### src/rtl/gvi_pkg.sv
// Shared types, constants and helper functions of the gravity Verlet integrator.
// No dependencies; every other file but gvi_if imports this package.
package gvi_pkg;

    localparam int WORD_W = 32;
    localparam int FRAC_W = 16;
    localparam int CFG_IDX_W = 4;

    // Unit sizes.
    localparam int DIV_NUM_W = 72;
    localparam int DIV_DEN_W = 66;
    localparam int SQRT_IN_W = 66;
    localparam int SQRT_OUT_W = 33;
    localparam int CORDIC_STEPS = 30;
    localparam int ANG_W = 36;
    localparam int CS_W = 34;

    localparam logic [32:0] GRAV_GAIN = 33'd50;

    // Angles in Q2.30 radians.
    localparam logic signed [ANG_W-1:0] ANG_PI = 36'sd3373259426;
    localparam logic signed [ANG_W-1:0] ANG_TWO_PI = 36'sd6746518852;
    localparam logic signed [ANG_W-1:0] ANG_HALF_PI = 36'sd1686629713;
    localparam logic signed [CS_W-1:0] CORDIC_K = 34'sd652032874;

    // Configuration register indexes.
    localparam logic [CFG_IDX_W-1:0] REG_BODY_MASS = 4'd0;
    localparam logic [CFG_IDX_W-1:0] REG_THRUST_POWER = 4'd1;
    localparam logic [CFG_IDX_W-1:0] REG_THRUST_GAIN = 4'd2;
    localparam logic [CFG_IDX_W-1:0] REG_TILT_ANGLE = 4'd3;
    localparam logic [CFG_IDX_W-1:0] REG_START_X = 4'd4;
    localparam logic [CFG_IDX_W-1:0] REG_START_Y = 4'd5;
    localparam logic [CFG_IDX_W-1:0] REG_START_VX = 4'd6;
    localparam logic [CFG_IDX_W-1:0] REG_START_VY = 4'd7;

    typedef enum logic [1:0] {
        CMD_ACCUM   = 2'd0,
        CMD_STEP    = 2'd1,
        CMD_RESTART = 2'd2,
        CMD_NOP     = 2'd3
    } t_cmd;

    // Datapath operations issued by the controller.
    typedef enum logic [4:0] {
        OP_NONE, OP_LOAD, OP_DIFF, OP_MUL_X, OP_MUL_Y, OP_SUM_S, OP_MUL_GM,
        OP_START_G, OP_CLIP_G, OP_MUL_GD, OP_START_F, OP_ACC_F, OP_INT_START,
        OP_CLIP_T, OP_MUL_H, OP_CLIP_H, OP_MUL_TH, OP_NET, OP_START_Q, OP_AN,
        OP_MUL_P1, OP_CLIP_P1, OP_MUL_P2, OP_CLIP_P2, OP_MUL_V, OP_UPDATE,
        OP_RESTART, OP_FINISH
    } t_op;

    typedef struct packed {
        t_op  op;
        logic lane;
    } t_ctl;

    typedef struct packed {
        logic zero;
        logic div_busy;
        logic sqrt_busy;
        logic cordic_busy;
    } t_sts;

    typedef struct packed {
        logic [1:0]         command;
        logic signed [31:0] attractor_x;
        logic signed [31:0] attractor_y;
        logic [31:0]        attractor_mass;
        logic [23:0]        time_step;
    } t_in_beat;

    typedef struct packed {
        logic signed [31:0] pos_x_out;
        logic signed [31:0] pos_y_out;
        logic signed [31:0] vel_x_out;
        logic signed [31:0] vel_y_out;
        logic               zero_distance;
        logic               saturated;
    } t_out_beat;

    typedef struct packed {
        logic [31:0] val;
        logic        clipped;
    } t_clip;

    // Clip a magnitude to the word range and apply the sign.
    function automatic t_clip clip_mag(input logic [71:0] m, input logic neg);
        t_clip       r;
        logic [71:0] lim;
        logic [31:0] v;
        lim = neg ? 72'h8000_0000 : 72'h7FFF_FFFF;
        r.clipped = (m > lim);
        v = r.clipped ? lim[31:0] : m[31:0];
        r.val = neg ? 32'(-v) : v;
        return r;
    endfunction

    // Clip an exact signed sum to the word range.
    function automatic t_clip sat_sum(input logic signed [35:0] v);
        t_clip r;
        if (v > 36'sh0_7FFF_FFFF) begin
            r.val = 32'h7FFF_FFFF;
            r.clipped = 1'b1;
        end else if (v < -36'sh0_8000_0000) begin
            r.val = 32'h8000_0000;
            r.clipped = 1'b1;
        end else begin
            r.val = v[31:0];
            r.clipped = 1'b0;
        end
        return r;
    endfunction

    // Arctangent of 2^-i in Q2.30.
    function automatic logic signed [ANG_W-1:0] atan_q30(input logic [4:0] i);
        logic signed [ANG_W-1:0] a;
        case (i)
            5'd0: a = 36'sd843314857;
            5'd1: a = 36'sd497837829;
            5'd2: a = 36'sd263043836;
            5'd3: a = 36'sd133525158;
            5'd4: a = 36'sd67021686;
            5'd5: a = 36'sd33543515;
            5'd6: a = 36'sd16775850;
            5'd7: a = 36'sd8388437;
            5'd8: a = 36'sd4194282;
            5'd9: a = 36'sd2097149;
            5'd10: a = 36'sd1048575;
            5'd11: a = 36'sd524287;
            5'd12: a = 36'sd262143;
            5'd13: a = 36'sd131071;
            5'd14: a = 36'sd65535;
            5'd15: a = 36'sd32767;
            5'd16: a = 36'sd16383;
            5'd17: a = 36'sd8191;
            5'd18: a = 36'sd4095;
            5'd19: a = 36'sd2047;
            5'd20: a = 36'sd1023;
            5'd21: a = 36'sd511;
            5'd22: a = 36'sd255;
            5'd23: a = 36'sd127;
            5'd24: a = 36'sd63;
            5'd25: a = 36'sd31;
            5'd26: a = 36'sd15;
            5'd27: a = 36'sd8;
            5'd28: a = 36'sd4;
            5'd29: a = 36'sd2;
            default: a = 36'sd0;
        endcase
        return a;
    endfunction

endpackage

### src/rtl/gvi_control.sv
// Controller: sequences one item through the datapath and runs both handshakes.
// Depends on gvi_pkg for the operation codes and the command/status structs.
module gvi_control import gvi_pkg::*; (
    input  logic i_clk,
    input  logic i_rst_n,
    input  logic i_in_valid,
    input  logic [1:0] i_in_cmd,
    input  logic i_out_ready,
    input  t_sts i_sts,
    output logic o_in_ready,
    output logic o_out_valid,
    output t_ctl o_ctl
);
    typedef enum logic [30:0] {
        S_IDLE      = 31'b1 << 0,
        S_DIFF      = 31'b1 << 1,
        S_MUL_X     = 31'b1 << 2,
        S_MUL_Y     = 31'b1 << 3,
        S_SUM_S     = 31'b1 << 4,
        S_MUL_GM    = 31'b1 << 5,
        S_START_G   = 31'b1 << 6,
        S_WAIT_G    = 31'b1 << 7,
        S_CLIP_G    = 31'b1 << 8,
        S_MUL_GD    = 31'b1 << 9,
        S_START_F   = 31'b1 << 10,
        S_WAIT_F    = 31'b1 << 11,
        S_ACC_F     = 31'b1 << 12,
        S_INT_START = 31'b1 << 13,
        S_CLIP_T    = 31'b1 << 14,
        S_MUL_H     = 31'b1 << 15,
        S_CLIP_H    = 31'b1 << 16,
        S_WAIT_C    = 31'b1 << 17,
        S_MUL_TH    = 31'b1 << 18,
        S_NET       = 31'b1 << 19,
        S_START_Q   = 31'b1 << 20,
        S_WAIT_Q    = 31'b1 << 21,
        S_AN        = 31'b1 << 22,
        S_MUL_P1    = 31'b1 << 23,
        S_CLIP_P1   = 31'b1 << 24,
        S_MUL_P2    = 31'b1 << 25,
        S_CLIP_P2   = 31'b1 << 26,
        S_MUL_V     = 31'b1 << 27,
        S_UPDATE    = 31'b1 << 28,
        S_RESTART   = 31'b1 << 29,
        S_FINISH    = 31'b1 << 30
    } t_state;

    t_state r_state;
    t_state n_state;
    logic   r_lane;
    logic   n_lane;
    logic   r_out_valid;
    logic   n_out_valid;
    logic   out_free;

    assign out_free = !r_out_valid || i_out_ready;

    // Next state and the operation for this cycle.
    always_comb begin
        n_state = r_state;
        n_lane = r_lane;
        o_ctl.op = OP_NONE;
        o_ctl.lane = r_lane;
        n_out_valid = r_out_valid && !i_out_ready;
        unique case (r_state)
            S_IDLE: begin
                if (i_in_valid) begin
                    o_ctl.op = OP_LOAD;
                    n_lane = 1'b0;
                    unique case (t_cmd'(i_in_cmd))
                        CMD_ACCUM:   n_state = S_DIFF;
                        CMD_STEP:    n_state = S_INT_START;
                        CMD_RESTART: n_state = S_RESTART;
                        CMD_NOP:     n_state = S_FINISH;
                        default:     n_state = S_FINISH;
                    endcase
                end
            end
            S_DIFF: begin
                o_ctl.op = OP_DIFF;
                n_state = i_sts.zero ? S_FINISH : S_MUL_X;
            end
            S_MUL_X: begin
                o_ctl.op = OP_MUL_X;
                o_ctl.lane = 1'b0;
                n_state = S_MUL_Y;
            end
            S_MUL_Y: begin
                o_ctl.op = OP_MUL_Y;
                o_ctl.lane = 1'b1;
                n_state = S_SUM_S;
            end
            S_SUM_S: begin
                o_ctl.op = OP_SUM_S;
                n_state = S_MUL_GM;
            end
            S_MUL_GM: begin
                o_ctl.op = OP_MUL_GM;
                n_state = S_START_G;
            end
            S_START_G: begin
                o_ctl.op = OP_START_G;
                n_state = S_WAIT_G;
            end
            S_WAIT_G: begin
                if (!i_sts.div_busy && !i_sts.sqrt_busy) begin
                    n_state = S_CLIP_G;
                end
            end
            S_CLIP_G: begin
                o_ctl.op = OP_CLIP_G;
                n_state = S_MUL_GD;
            end
            S_MUL_GD: begin
                o_ctl.op = OP_MUL_GD;
                n_state = S_START_F;
            end
            S_START_F: begin
                o_ctl.op = OP_START_F;
                n_state = S_WAIT_F;
            end
            S_WAIT_F: begin
                if (!i_sts.div_busy) begin
                    n_state = S_ACC_F;
                end
            end
            S_ACC_F: begin
                o_ctl.op = OP_ACC_F;
                n_lane = 1'b1;
                n_state = r_lane ? S_FINISH : S_MUL_GD;
            end
            S_INT_START: begin
                o_ctl.op = OP_INT_START;
                n_state = S_CLIP_T;
            end
            S_CLIP_T: begin
                o_ctl.op = OP_CLIP_T;
                n_state = S_MUL_H;
            end
            S_MUL_H: begin
                o_ctl.op = OP_MUL_H;
                n_state = S_CLIP_H;
            end
            S_CLIP_H: begin
                o_ctl.op = OP_CLIP_H;
                n_state = S_WAIT_C;
            end
            S_WAIT_C: begin
                if (!i_sts.cordic_busy) begin
                    n_state = S_MUL_TH;
                end
            end
            S_MUL_TH: begin
                o_ctl.op = OP_MUL_TH;
                n_state = S_NET;
            end
            S_NET: begin
                o_ctl.op = OP_NET;
                n_state = S_START_Q;
            end
            S_START_Q: begin
                o_ctl.op = OP_START_Q;
                n_state = S_WAIT_Q;
            end
            S_WAIT_Q: begin
                if (!i_sts.div_busy) begin
                    n_state = S_AN;
                end
            end
            S_AN: begin
                o_ctl.op = OP_AN;
                n_state = S_MUL_P1;
            end
            S_MUL_P1: begin
                o_ctl.op = OP_MUL_P1;
                n_state = S_CLIP_P1;
            end
            S_CLIP_P1: begin
                o_ctl.op = OP_CLIP_P1;
                n_state = S_MUL_P2;
            end
            S_MUL_P2: begin
                o_ctl.op = OP_MUL_P2;
                n_state = S_CLIP_P2;
            end
            S_CLIP_P2: begin
                o_ctl.op = OP_CLIP_P2;
                n_state = S_MUL_V;
            end
            S_MUL_V: begin
                o_ctl.op = OP_MUL_V;
                n_state = S_UPDATE;
            end
            S_UPDATE: begin
                o_ctl.op = OP_UPDATE;
                n_lane = 1'b1;
                n_state = r_lane ? S_FINISH : S_MUL_TH;
            end
            S_RESTART: begin
                o_ctl.op = OP_RESTART;
                n_state = S_FINISH;
            end
            S_FINISH: begin
                if (out_free) begin
                    o_ctl.op = OP_FINISH;
                    n_out_valid = 1'b1;
                    n_state = S_IDLE;
                end
            end
            default: n_state = S_IDLE;
        endcase
    end

    always_ff @(posedge i_clk) begin
        if (!i_rst_n) begin
            r_state <= S_IDLE;
            r_lane <= 1'b0;
            r_out_valid <= 1'b0;
        end else begin
            r_state <= n_state;
            r_lane <= n_lane;
            r_out_valid <= n_out_valid;
        end
    end

    assign o_in_ready = (r_state == S_IDLE);
    assign o_out_valid = r_out_valid;
endmodule
### config.mk
export PLATFORM = sky130hd
export DESIGN_NAME = gvi_control
export DESIGN_NICKNAME = d
export VERILOG_FILES = /design/src/rtl/gvi_pkg.sv /design/src/rtl/gvi_control.sv
export SDC_FILE = /design/constraint.sdc
export NUM_CORES = 1
export LEC_CHECK = 0
export ABC_CLOCK_PERIOD_IN_PS = 3400
export BUFFER_PORTS_ARGS = -buffer_cell sky130_fd_sc_hd__buf_2
export CAP_MARGIN = 20
export CORE_MARGIN = 1
export CORE_UTILIZATION = 40
export CTS_CLUSTER_DIAMETER = 200
export CTS_CLUSTER_SIZE = 12
export DETAILED_ROUTE_END_ITERATION = 6
export SYNTH_ARGS = -nofsm -noshare
export SYNTH_HDL_FRONTEND = slang
export SYNTH_SLANG_ARGS = --single-unit
### constraint.sdc
create_clock -name i_clk -period 3.4 [get_ports i_clk]
set_clock_uncertainty 0.2 [all_clocks]
set_input_delay 0.17 -clock i_clk [delete_from_list [all_inputs] [get_ports i_clk]]
set_output_delay 0.17 -clock i_clk [all_outputs]
set_load 0.02 [all_outputs]
After elaboration in Yosys (flattened, before gate mapping)
Index checks and enable logic that the tools add are counted.
Widths: inputs -> output; s select.
{"block": "classes", "n_reduce_logical": 12, "mux": 19, "n_eq_ne": 40}
{"cell": "$pmux 31 s31", "n": 1}
{"cell": "$mux 31", "n": 9}
{"cell": "$pmux 5 s27", "n": 1}
{"cell": "$pmux 31 s4", "n": 1}
{"cell": "$eq 31x1->1 const B", "n": 1}
{"cell": "$eq 31x10->1 const B", "n": 1}
{"cell": "$eq 31x11->1 const B", "n": 1}
{"cell": "$eq 31x12->1 const B", "n": 1}
{"cell": "$eq 31x13->1 const B", "n": 1}
{"cell": "$eq 31x14->1 const B", "n": 1}
{"cell": "$eq 31x15->1 const B", "n": 1}
{"cell": "$eq 31x16->1 const B", "n": 1}
{"cell": "$eq 31x17->1 const B", "n": 1}
{"cell": "$eq 31x18->1 const B", "n": 1}
{"cell": "$eq 31x19->1 const B", "n": 1}
{"cell": "$eq 31x2->1 const B", "n": 1}
{"cell": "$eq 31x20->1 const B", "n": 1}
{"cell": "$eq 31x21->1 const B", "n": 1}
{"cell": "$eq 31x22->1 const B", "n": 1}
{"cell": "$eq 31x23->1 const B", "n": 1}
{"cell": "$eq 31x24->1 const B", "n": 1}
{"cell": "$eq 31x25->1 const B", "n": 1}
{"cell": "$eq 31x26->1 const B", "n": 1}
{"cell": "$eq 31x27->1 const B", "n": 1}
{"cell": "other kinds (25)", "n": 39}
{"block": "word_totals", "output_inout_bits": 8, "wordCells": 74, "ff_bits": 33, "inputBits": 10}

Longest topological paths before layout
Gate-level depths: netlist of the first run.
{"block": "logic_depth", "word_depth": 4, "depth_mapped": 9, "mapped_depth_nobuf": 6}

Worst setup path before layout of the first run
No wires, ideal clock.
{"block": "synth_path", "kind": "flip-flop to output port", "from": "reg r_state[13]", "to": "out o_ctl[1] (netlist name)", "setup_slack_ns": 0.772, "stages_incl_launch_ff": 9, "n_path_buf": 2, "t_arrival_ns": 2.258, "required_ns": 3.030, "cell_sequence": "dfxtp_1 -> buf_6 -> or4_4 -> buf_6 -> nor4_4 -> nand3_2 -> or4_4 -> o31a_1 -> nand4_1"}
{"element": "start: declaration", "line": "gvi_control.sv:48", "text": "t_state r_state;"}
{"element": "start signal: assignment", "line": "gvi_control.sv:220", "text": "r_state <= n_state;"}
{"element": "end: declaration", "line": "gvi_control.sv:12", "text": "output t_ctl o_ctl"}

==> summary.md, run 1 <==
| Metric | Value |
|---|---|
| Outcome | finished, final reports clean |
| Via Count | 2080 |
| Sw frac | 0.308 |
| CP Buf/Inv Count | 1 |
| Ys async rst share | 0 |
| Synth unique cells | 62 |
| Delay of the slowest critical-path stage | 0.65 ns |
| Hold Path Sink | r_state[21]$_SDFFE_PN0P_ |
| CTS tree | yes |
| Drt drc | 0 |
| Max cap viols | 0 |
| Crit-path most repeated cell | nor3_1 |
| Postcts setup bufs | 0 |
| Setup TNS Final | 0 ns |
| Mapped Nets | 268 |
| Die area | 0.00560 mm2 |
| Worst Tran Pin Value | 0.700 ns |
| Initial Util | 0.416 |
| # IOs | 18 |
| Synth warn | 0 |
| Antenna Nets Post-Route | 0 |
| Flop pwr share | 0.438 |
| Final Max Tran Viols | 0 |
| Commonest non-fill, non-tap cells in the layout | 34 x nor2_1, 33 x dfxtp_1, 19 x nor4_1 |
| R2R depth | 7 |
| Post-cts resize count | 0 |
| Routed len/inst | 16.5 um |
| GRT Overall Usage | 0.230 |
| Vias in the first global route | 1863 |
| Clock Latency Late Sink | 0.29 ns |
| WP data required | 3.03 ns |
| Final setup fails | 0 |
| Clock power share | 0.325 |
| Clk buf depth | 2 |
| Worst VDD drop | 0.171 mV |
| Final Cycle Share | 0.943 |
| Clock slew at the register clock pins of the worst setup and hold paths | 0.07 ns |
| Element type at the critical path end | output pin |
| Placer Congestion | 0.858 |
| Cell area power density | 384 mW/mm2 |
| Core footprint | 0.00511 mm2 |
| Syn avg cell area | 8.23 um2 |
| Area delta synth->final | 13.0% |
| Switching power | 284 uW |
| Seq/Total Area, Yosys | 0.311 |
| # clock sinks | 33 |
| Minimum clock period | 3.20 ns |
| # fillers | 519 |
| CP max-delay cell | nor4_2 |
| Flop2flop setup slack | 0.39 ns |
| Synth Flop Type | dfxtp_1 |
| Final hold vios | 0 |
| Relative slew slack | 0.529 |
| Row count | 26 |
| Internal | 637 uW |
| CP Cell Sequence | nor4_2 -> nand3_1 -> or4_2 -> nor3_1 -> nor3_1 -> nand4_1 -> buf_2 |
| Critical path data arrival time | 2.83 ns |
| Htree depth | 2 |
| Root Buffer | clkbuf_8 |
| Mapped Area | 0.00212 mm2 |
| Routed WL | 5840 um |
| Pre-CTS setup slack | 0.403 ns |
| Family with the most delay on the worst path | simple AND/OR/NAND/NOR gates |
| Layout Nets | 293 |
| First-pass GRT wire length | 9340 um |
| Unrepaired setup endpoints after global routing | no |
| Initial antenna violation count | 0 |
| Num CTS Buffers | 5 |
| Quantity of I/O buffers inserted on ports | 17 |
| ANT cells | 0 |
| WS Path Type | flip-flop to output pin |
| R2r endpoint | r_state[1]$_SDFFE_PN0P_ |
| Via density | 5.89 |
| DR iter-0 viols | 197 |
| Worst hold path class | primary input to flip-flop |
| Comb power frac | 0.237 |
| First-pass DRT Iterations | 4 |
| Die X | 74.9 um |
| Layout cells sized above 1 | 0.177 |
| Start point of the worst hold path | i_rst_n |
| #FFs+latches synth | 33 |
| Leakage power | 0.000907 uW |
| Critical Path Source Type | flip-flop |
| Hold depth | 2 |
| Cell count after synthesis | 258 |
| Die Ht | 74.9 um |
| EDFF count, synth | 0 |
| Worst reg2reg startpoint | r_state[8]$_SDFFE_PN0P_ |
| GR Overflow Total | 0 |
| Most common cell after layout, fill and taps aside | nor2_1 |
| Final worst slack | 0.195 ns |
| F_max | 0.312 GHz |
| Largest net degree at the start of global routing | 17 |
| Half-perimeter wire length after placement | 4630 um |
| Worst Path Max Fanout | 6 |
-- sequential cells by signal, summed over array words and instances, names as in the netlist --
name	count
r_state	31
o_out_valid	1
r_lane	1
-- synth_stat cells, types with 4 or more instances --
cell type	number	area, um2
nor2_1	34	128
dfxtp_1	33	661
nor4_1	19	119
nand2_1	16	60.1
nor3_1	16	80.1
nand2b_1	8	50.1
nand4_1	8	50.1
or4_1	8	60.1
inv_1	7	26.3
nand3_1	7	35.0
nand3b_1	6	45.0
nor2b_1	6	37.5
nor4b_1	5	43.8
xnor2_1	5	43.8
a21oi_1	4	20.0
nor4_2	4	50.1
o21a_1	4	30.0
or4_4	4	45.0
-- through the flow --
stage                     instance area, um2  hold WS (ns)  instances  total power (uW)  utilization
after CTS                               2400        0.0112        353               926        0.470
final                                   2400        0.0157        353               921        0.470
after global placement                  2280         0.182        343               627        0.447
after floorplan                         2120        0.0456        258               572            -
after global routing                    2400        0.0180        353               963        0.470
after detailed placement                2280         0.194        343               625        0.447
-- layout make-up --
type	instances	area, um2	area share
well taps	70	87.6	0.0365
multi-input cells	209	1370	0.571
flip-flops and latches	33	661	0.275
clock buffers	7	86.3	0.0360
repair buffers	27	168	0.0699
inverters	7	26.3	0.0110
-- power groups by stage --
stage	Sequential (uW)	Combinational (uW)	Clock (uW)
global route	404	241	318
CTS	403	218	305
detailed placement	412	213	0
finish	403	219	299
floorplan	408	164	0
global placement	412	215	0
-- metal layers --
layer | share of wire | track usage | vias up
met3 | 0.064 | 0.0589 | 15
met2 | 0.44 | 0.336 | 59
met5 | 0 | 0 | -
met1 | 0.47 | 0.316 | 970
met4 | 0.028 | 0.107 | 0
li1 | - | - | 1036
-- kinds of logic after synthesis --
family | count (synthesis) | synth area share
buffers and inverters | 16 | 0.0436
xor gates and xnor gates | 6 | 0.0247
AOI/OAI and AO/OA | 34 | 0.124
and+or+nand+nor | 169 | 0.497
DFF | 33 | 0.311
-- worst register-to-register path: stages, from the launching register on --
cell and delay [ns]:
dfxtp_1 0.35, nor4_1 0.46, nand4_1 0.40, nor4_1 0.74, o31ai_1 0.27, nand4b_2 0.17, buf_4 0.23, nor4b_1 0.09
-- worst max-delay path by stage --
| stage | cells past startpoint | start | end |
|---|---|---|---|
| 2_1_floorplan | 8 | r_state[13]$_SDFFE_PN0P_ | o_ctl[1] |
| 3_3_place_gp | 7 | r_state[8]$_SDFFE_PN0P_ | r_state[16]$_SDFFE_PN0P_ |
| 3_5_place_dp | 7 | r_state[8]$_SDFFE_PN0P_ | r_state[16]$_SDFFE_PN0P_ |
| 4_1_cts | 7 | r_state[0]$_SDFFE_PN1P_ | o_ctl[1] |
| 5_1_grt | 7 | r_state[0]$_SDFFE_PN1P_ | o_ctl[1] |
| 6_report | 7 | r_state[0]$_SDFFE_PN1P_ | o_ctl[1] |
-- what timing repair did --
action                     4_1_cts  5_1_grt
hold endpoints to repair         3        0
setup endpoints to repair        0        0
hold buffers                     3        0
(Power assumes the default switching activity.)
==> inputs of run 2 (changes only) <==
--- a/config.mk
+++ b/config.mk
@@ -9,10 +9,11 @@
 export BUFFER_PORTS_ARGS = -buffer_cell sky130_fd_sc_hd__buf_2
 export CAP_MARGIN = 20
 export CORE_MARGIN = 1
-export CORE_UTILIZATION = 40
+export CORE_UTILIZATION = 59
 export CTS_CLUSTER_DIAMETER = 200
 export CTS_CLUSTER_SIZE = 12
 export DETAILED_ROUTE_END_ITERATION = 6
+export PLACE_DENSITY = 0.79
 export SYNTH_ARGS = -nofsm -noshare
 export SYNTH_HDL_FRONTEND = slang
 export SYNTH_SLANG_ARGS = --single-unit
==> summary.md, run 2 (synthesis results as in run 1) <==
| Metric | Value |
|---|---|
| Outcome | finished, final reports clean |
| Htree depth | 2 (unchanged) |
| Initial antenna violation count | 0 (unchanged) |
| GR Overflow Total | 0 (unchanged) |
| Sequential Area | 661 um2 (unchanged) |
| Setup TNS Final | 0 ns (unchanged) |
| Most common cell after layout, fill and taps aside | nor2_1 |
| Clock Latency Late Sink | 0.34 ns (+0.05 ns) |
| Worst VDD drop | 0.216 mV (+26%) |
| Initial Util | 0.626 (+0.211) |
| Flop2flop setup slack | 0.20 ns (-0.19 ns) |
| Layout cells sized above 1 | 0.181 (+0.00451) |
| Worst Path Max Fanout | 10 (+4) |
| DR iter-0 viols | 229 (+16%) |
| Largest net degree at the start of global routing | 16 (-1) |
| Relative slew slack | 0.506 (-0.0227) |
| Top reg by flops | r_state |
| Element type at the critical path end | flip-flop |
| # clock sinks | 33 (unchanged) |
| Final worst slack | 0.198 ns (+0.00325 ns) |
| F_max | 0.312 GHz (+0.10%) |
| Quantity of I/O buffers inserted on ports | 17 (unchanged) |
| Unrepaired setup endpoints after global routing | no |
| GRT Overall Usage | 0.333 (+0.104) |
| Final hold vios | 0 (unchanged) |
| Vias in the first global route | 1961 (+5.3%) |
| Die area | 0.00384 mm2 (-31%) |
| Pre-CTS setup slack | 0.401 ns (-0.00163 ns) |
| Final Max Tran Viols | 0 (unchanged) |
| Routed WL | 6020 um (+3.1%) |
| Row count | 21 (-19%) |
| Clk buf depth | 2 (unchanged) |
| Commonest non-fill, non-tap cells in the layout | 34 x nor2_1, 33 x dfxtp_1, 17 x nor4_1, 17 x buf_2, 16 x nand2_1 |
| Via density | 6.60 (+12%) |
| Placer Congestion | 1.04 (+21%) |
| # IOs | 18 (unchanged) |
| Leakage power | 0.000923 uW (+1.8%) |
| ANT cells | 0 (unchanged) |
| Postcts setup bufs | 0 (unchanged) |
| Via Count | 2199 (+5.7%) |
| Die X | 62.0 um (-17%) |
| Worst hold path class | primary input to flip-flop |
| Drt drc | 0 (unchanged) |
| WS Path Type | flip-flop to flip-flop |
| WP data required | 3.43 ns (+0.40 ns) |
| Clock slew at the register clock pins of the worst setup and hold paths | 0.10 ns (+0.03 ns) |
| Cell area power density | 352 mW/mm2 (-8.4%) |
| First-pass GRT wire length | 9110 um (-2.4%) |
| Worst Tran Pin Value | 0.740 ns (+0.0405 ns) |
| Core footprint | 0.00339 mm2 (-34%) |
| First-pass DRT Iterations | 7 (+3) |
| Antenna Nets Post-Route | 0 (unchanged) |
| # fillers | 300 (-42%) |
| CTS tree | yes |
| Area delta synth->final | 14.1% |
| Final Cycle Share | 0.942 (-0.000955) |
| Routed len/inst | 18.1 um (+9.3%) |
| Layout Nets | 296 (+1.0%) |
| Die Ht | 62.0 um (-17%) |
| Root Buffer | clkbuf_4 |
| Max cap viols | 0 (unchanged) |
| Area of the multi-input gates | 0.00142 mm2 (+3.3%) |
| Minimum clock period | 3.20 ns (-0.00325 ns) |
| Final setup fails | 0 (unchanged) |
| Num CTS Buffers | 5 (unchanged) |
| Half-perimeter wire length after placement | 4410 um (-4.7%) |
| Critical path data arrival time | 3.23 ns (+0.40 ns) |
| Critical Path Source Type | flip-flop |
| Max reg flops | 31 (unchanged) |
-- run 2: cell count changes in the layout (fill, tap and decap cells not counted), moves of 2 or more --
cell	change
clkbuf_8	-6
dlygate4sd3_1	+5
clkbuf_1	+2
nor4_1	-2
buf_4	-3
clkbuf_4	+5
-- run 2: repair_timing --
| action | 4_1_cts | 5_1_grt |
|---|---|---|
| hold buffers | 8 | 0 |
| endpoints found under the setup margin | 0 | 3 |
| endpoints found under the hold margin | 11 | 0 |
| gates resized for setup | 0 | 7 |
-- run 2: worst paths after layout --
check	startpoint	endpoint	cells after the start
max	r_state[13]$_SDFFE_PN0P_	r_state[1]$_SDFFE_PN0P_	7
min	i_in_valid	r_lane$_SDFFE_PN0P_	4
max reg2reg	r_state[13]$_SDFFE_PN0P_	r_state[1]$_SDFFE_PN0P_	7
min reg2reg	r_state[23]$_SDFFE_PN0P_	r_state[23]$_SDFFE_PN0P_	1
-- run 2: final cells by class --
class,instances,area share
multi-input combinational,209,0.584
sequential,33,0.273
timing repair buffer,30,0.0888
tap,46,0.0237
clock buffer,8,0.0201
inverter,7,0.0108
-- run 2: where the power goes --
| part | switching, uW | internal, uW | total, uW |
|---|---|---|---|
| combinational | 140 | 95.3 | 236 |
| sequential | 11.6 | 393 | 404 |
| clock | 131 | 82.3 | 213 |
-- run 2: worst max-delay path, stage by stage (launching register included) --
cell and delay, ns:
dfxtp_1 0.40, nor4_2 0.39, nand4_1 0.34, buf_4 0.26, o41ai_1 0.52, nand4b_4 0.33
nor4b_1 0.09, dlygate4sd3_1 0.57
-- run 2: per-stage QoR --
stage | hold slack [ns] | std cells | instance area, um2 | total power [uW] | utilization
after floorplan | 0.0456 | 258 | 2120 | 572 | -
after global placement | 0.175 | 317 | 2250 | 628 | 0.664
after detailed placement | 0.177 | 317 | 2250 | 626 | 0.664
after CTS | 0.0111 | 333 | 2380 | 838 | 0.702
after global routing | 0.0223 | 333 | 2420 | 884 | 0.715
final | 0.0162 | 333 | 2420 | 853 | 0.715
-- run 2: layer usage --
| layer | GRT usage | wire length, um | up-vias |
|---|---|---|---|
| met2 | 0.541 | 2860 | 118 |
| met1 | 0.424 | 2550 | 1017 |
| li1 | - | - | 1051 |
| met3 | 0.0890 | 506 | 13 |
| met5 | 0 | 0 | - |
| met4 | 0.124 | 107 | 0 |
==> inputs of run 3 (changes only) <==
--- a/config.mk
+++ b/config.mk
@@ -5,15 +5,15 @@
 export SDC_FILE = /design/constraint.sdc
 export NUM_CORES = 1
 export LEC_CHECK = 0
-export ABC_CLOCK_PERIOD_IN_PS = 3400
+export ABC_CLOCK_PERIOD_IN_PS = 4150
 export BUFFER_PORTS_ARGS = -buffer_cell sky130_fd_sc_hd__buf_2
 export CAP_MARGIN = 20
 export CORE_MARGIN = 1
-export CORE_UTILIZATION = 59
+export CORE_UTILIZATION = 64
 export CTS_CLUSTER_DIAMETER = 200
 export CTS_CLUSTER_SIZE = 12
 export DETAILED_ROUTE_END_ITERATION = 6
-export PLACE_DENSITY = 0.79
+export PLACE_DENSITY = 0.85
 export SYNTH_ARGS = -nofsm -noshare
 export SYNTH_HDL_FRONTEND = slang
 export SYNTH_SLANG_ARGS = --single-unit
==> constraint.sdc (replaced) <==
create_clock -name i_clk -period 4.15 [get_ports i_clk]
set_clock_uncertainty 0.2 [all_clocks]
set_input_delay 0.2075 -clock i_clk [delete_from_list [all_inputs] [get_ports i_clk]]
set_output_delay 0.2075 -clock i_clk [all_outputs]
set_load 0.02 [all_outputs]
==> summary.md, run 3 (synthesis results as in run 1) <==
| Metric | Value |
|---|---|
| Outcome | finished, final reports clean |
| Clock slew at the register clock pins of the worst setup and hold paths | 0.10 ns (about the same) |
| Leakage power | 0.000887 uW (-3.9%) |
| DR iter-0 viols | 222 (-3.1%) |
| Minimum clock period | 3.81 ns (+0.610 ns) |
| Final Max Tran Viols | 0 (unchanged) |
| Vias in the first global route | 1907 (-2.8%) |
| Die area | 0.00355 mm2 (-7.6%) |
| Fin cells | 325 (-2.4%) |
| WS Path Type | flip-flop to flip-flop |
| Routed WL | 5750 um (-4.6%) |
| # IOs | 18 (unchanged) |
| F_max | 0.262 GHz (-16%) |
| Switching power | 228 uW (-19%) |
| Worst hold path class | primary input to flip-flop |
| First-pass DRT Iterations | 5 (-2) |
| Critical Path Source Type | flip-flop |
| Row count | 20 (-4.8%) |
| Num CTS Buffers | 5 (unchanged) |
| Hold_ws | 0.0507 ns (+0.0345 ns) |
| Post-cts resize count | 0 (unchanged) |
| # clock sinks | 33 (unchanged) |
| Cts hold-fix bufs | 7 (-1) |
| Half-perimeter wire length after placement | 4240 um (-3.9%) |
| Sequential Area | 661 um2 (unchanged) |
| Drt drc | 0 (unchanged) |
| Setup TNS Final | 0 ns (unchanged) |
| Max cap viols | 0 (unchanged) |
| Area of the multi-input gates | 0.00137 mm2 (-3.2%) |
| GR peak layer | met2 |
| Final setup fails | 0 (unchanged) |
| Postcts setup bufs | 0 (unchanged) |
| Initial Util | 0.684 (+0.0578) |
| Critical path data arrival time | 3.90 ns (+0.67 ns) |
| Relative slew slack | 0.294 (-0.213) |
| Final Cycle Share | 0.919 (-0.0231) |
| Unrepaired setup endpoints after global routing | no |
| Htree depth | 2 (unchanged) |
| Layout cells sized above 1 | 0.157 (-0.0246) |
| Via density | 6.80 (+3.0%) |
| ANT cells | 0 (unchanged) |
| Commonest non-fill, non-tap cells in the layout | 34 x nor2_1, 33 x dfxtp_1, 19 x nor4_1 |
| Grt met3 use | 0.0983 (+0.00923) |
| Internal | 469 uW (-18%) |
| Core footprint | 0.00310 mm2 (-8.5%) |
| Largest net degree at the start of global routing | 25 (+9) |
| Flop pwr share | 0.474 (about the same) |
| Quantity of I/O buffers inserted on ports | 17 (unchanged) |
| Root Buffer | clkbuf_4 |
| Most common cell after layout, fill and taps aside | nor2_1 |
| Max reg flops | 31 (unchanged) |
| GRT Overall Usage | 0.343 (+0.00974) |
| Routed len/inst | 17.7 um (-2.2%) |
| Element type at the critical path end | flip-flop |
| GR met1 Demand/Resource | 0.440 (+0.0160) |
| Sw frac | 0.327 (-0.00433) |
| Final hold vios | 0 (unchanged) |
| Die X | 59.6 um (-3.9%) |
| Placed cells | 311 (-1.9%) |
| Placed instance area | 0.00220 mm2 (-2.0%) |
| Comb power frac | 0.260 (-0.016) |
| Clock Latency Late Sink | 0.34 ns (about the same) |
| Layout Nets | 291 (-1.7%) |
| Initial antenna violation count | 0 (unchanged) |
| Via Count | 2211 (+0.55%) |
| Worst Tran Pin Value | 1.03 ns (+0.293 ns) |
| Worst Path Max Fanout | 24 (+14) |
| Hold depth | 4 (unchanged) |
| CTS tree | yes |
| Clock power share | 0.266 (+0.016) |
| WP data required | 4.23 ns (+0.80 ns) |
| Cell area power density | 299 mW/mm2 (-15%) |
| Top reg by flops | r_state |
| Met2 Use GR | 0.531 (-0.00973) |
| Antenna Nets Post-Route | 0 (unchanged) |
| # fillers | 261 (-13%) |
| GR Overflow Total | 0 (unchanged) |
| Die Ht | 59.6 um (-3.9%) |
| R2R depth | 7 (unchanged) |
| First-pass GRT wire length | 8850 um (-2.9%) |
| Worst VDD drop | 0.212 mV (-1.6%) |
| Placer Congestion | 0.978 (-6.2%) |
| Clk buf depth | 2 (unchanged) |
| Area delta synth->final | 9.72% |
| Fin area | 0.00233 mm2 (-3.9%) |
==> run 3: power groups by stage <==
stage / sequential [uW] / clock, uW / combinational, uW
after floorplan: 334 / 0 / 134
final: 330 / 185 / 181
after global routing: 331 / 202 / 193
after CTS: 330 / 190 / 175
after global placement: 337 / 0 / 169
after detailed placement: 337 / 0 / 169
==> run 3: final timing paths <==
| check | startpoint | endpoint | slack, ns |
|---|---|---|---|
| setup / recovery | r_state[14]$_SDFFE_PN0P_ | r_state[1]$_SDFFE_PN0P_ | 0.34 |
| hold / removal | i_out_ready | r_state[30]$_SDFFE_PN0P_ | 0.05 |
| setup reg to reg | r_state[14]$_SDFFE_PN0P_ | r_state[1]$_SDFFE_PN0P_ | 0.34 |
| hold reg to reg | r_state[19]$_SDFFE_PN0P_ | r_state[19]$_SDFFE_PN0P_ | 0.35 |
==> run 3: metrics by stage <==
step	util	setup WS [ns]	power [uW]
global placement	0.710	0.990	506
floorplan	-	1.48	469
global route	0.751	0.176	725
detailed placement	0.710	1.09	506
CTS	0.751	0.533	695
finish	0.751	0.338	696
==> run 3: worst max-delay path, cell delays in order (launching register included) <==
cell and delay [ns]:
dfxtp_1 0.50, nor4_2 0.11, nand4_1 0.34, nor4_1 0.19
o31ai_1 0.60, nand4b_2 0.72, nor4b_1 0.49, dlygate4sd3_1 0.59
==> run 3: cell type report <==
| type | count | share of cell area |
|---|---|---|
| Sequential cell | 33 | 0.284 |
| Multi-Input combinational cell | 209 | 0.588 |
| Clock buffer | 7 | 0.0236 |
| Timing Repair Buffer | 25 | 0.0698 |
| Tap cell | 44 | 0.0236 |
| Inverter | 7 | 0.0113 |
==> run 3: per-layer routing <==
metal | up-vias | wire length [um]
li1 | 1035 | -
met4 | 0 | 178
met5 | - | 0
met3 | 22 | 678
met2 | 134 | 2500
met1 | 1020 | 2390
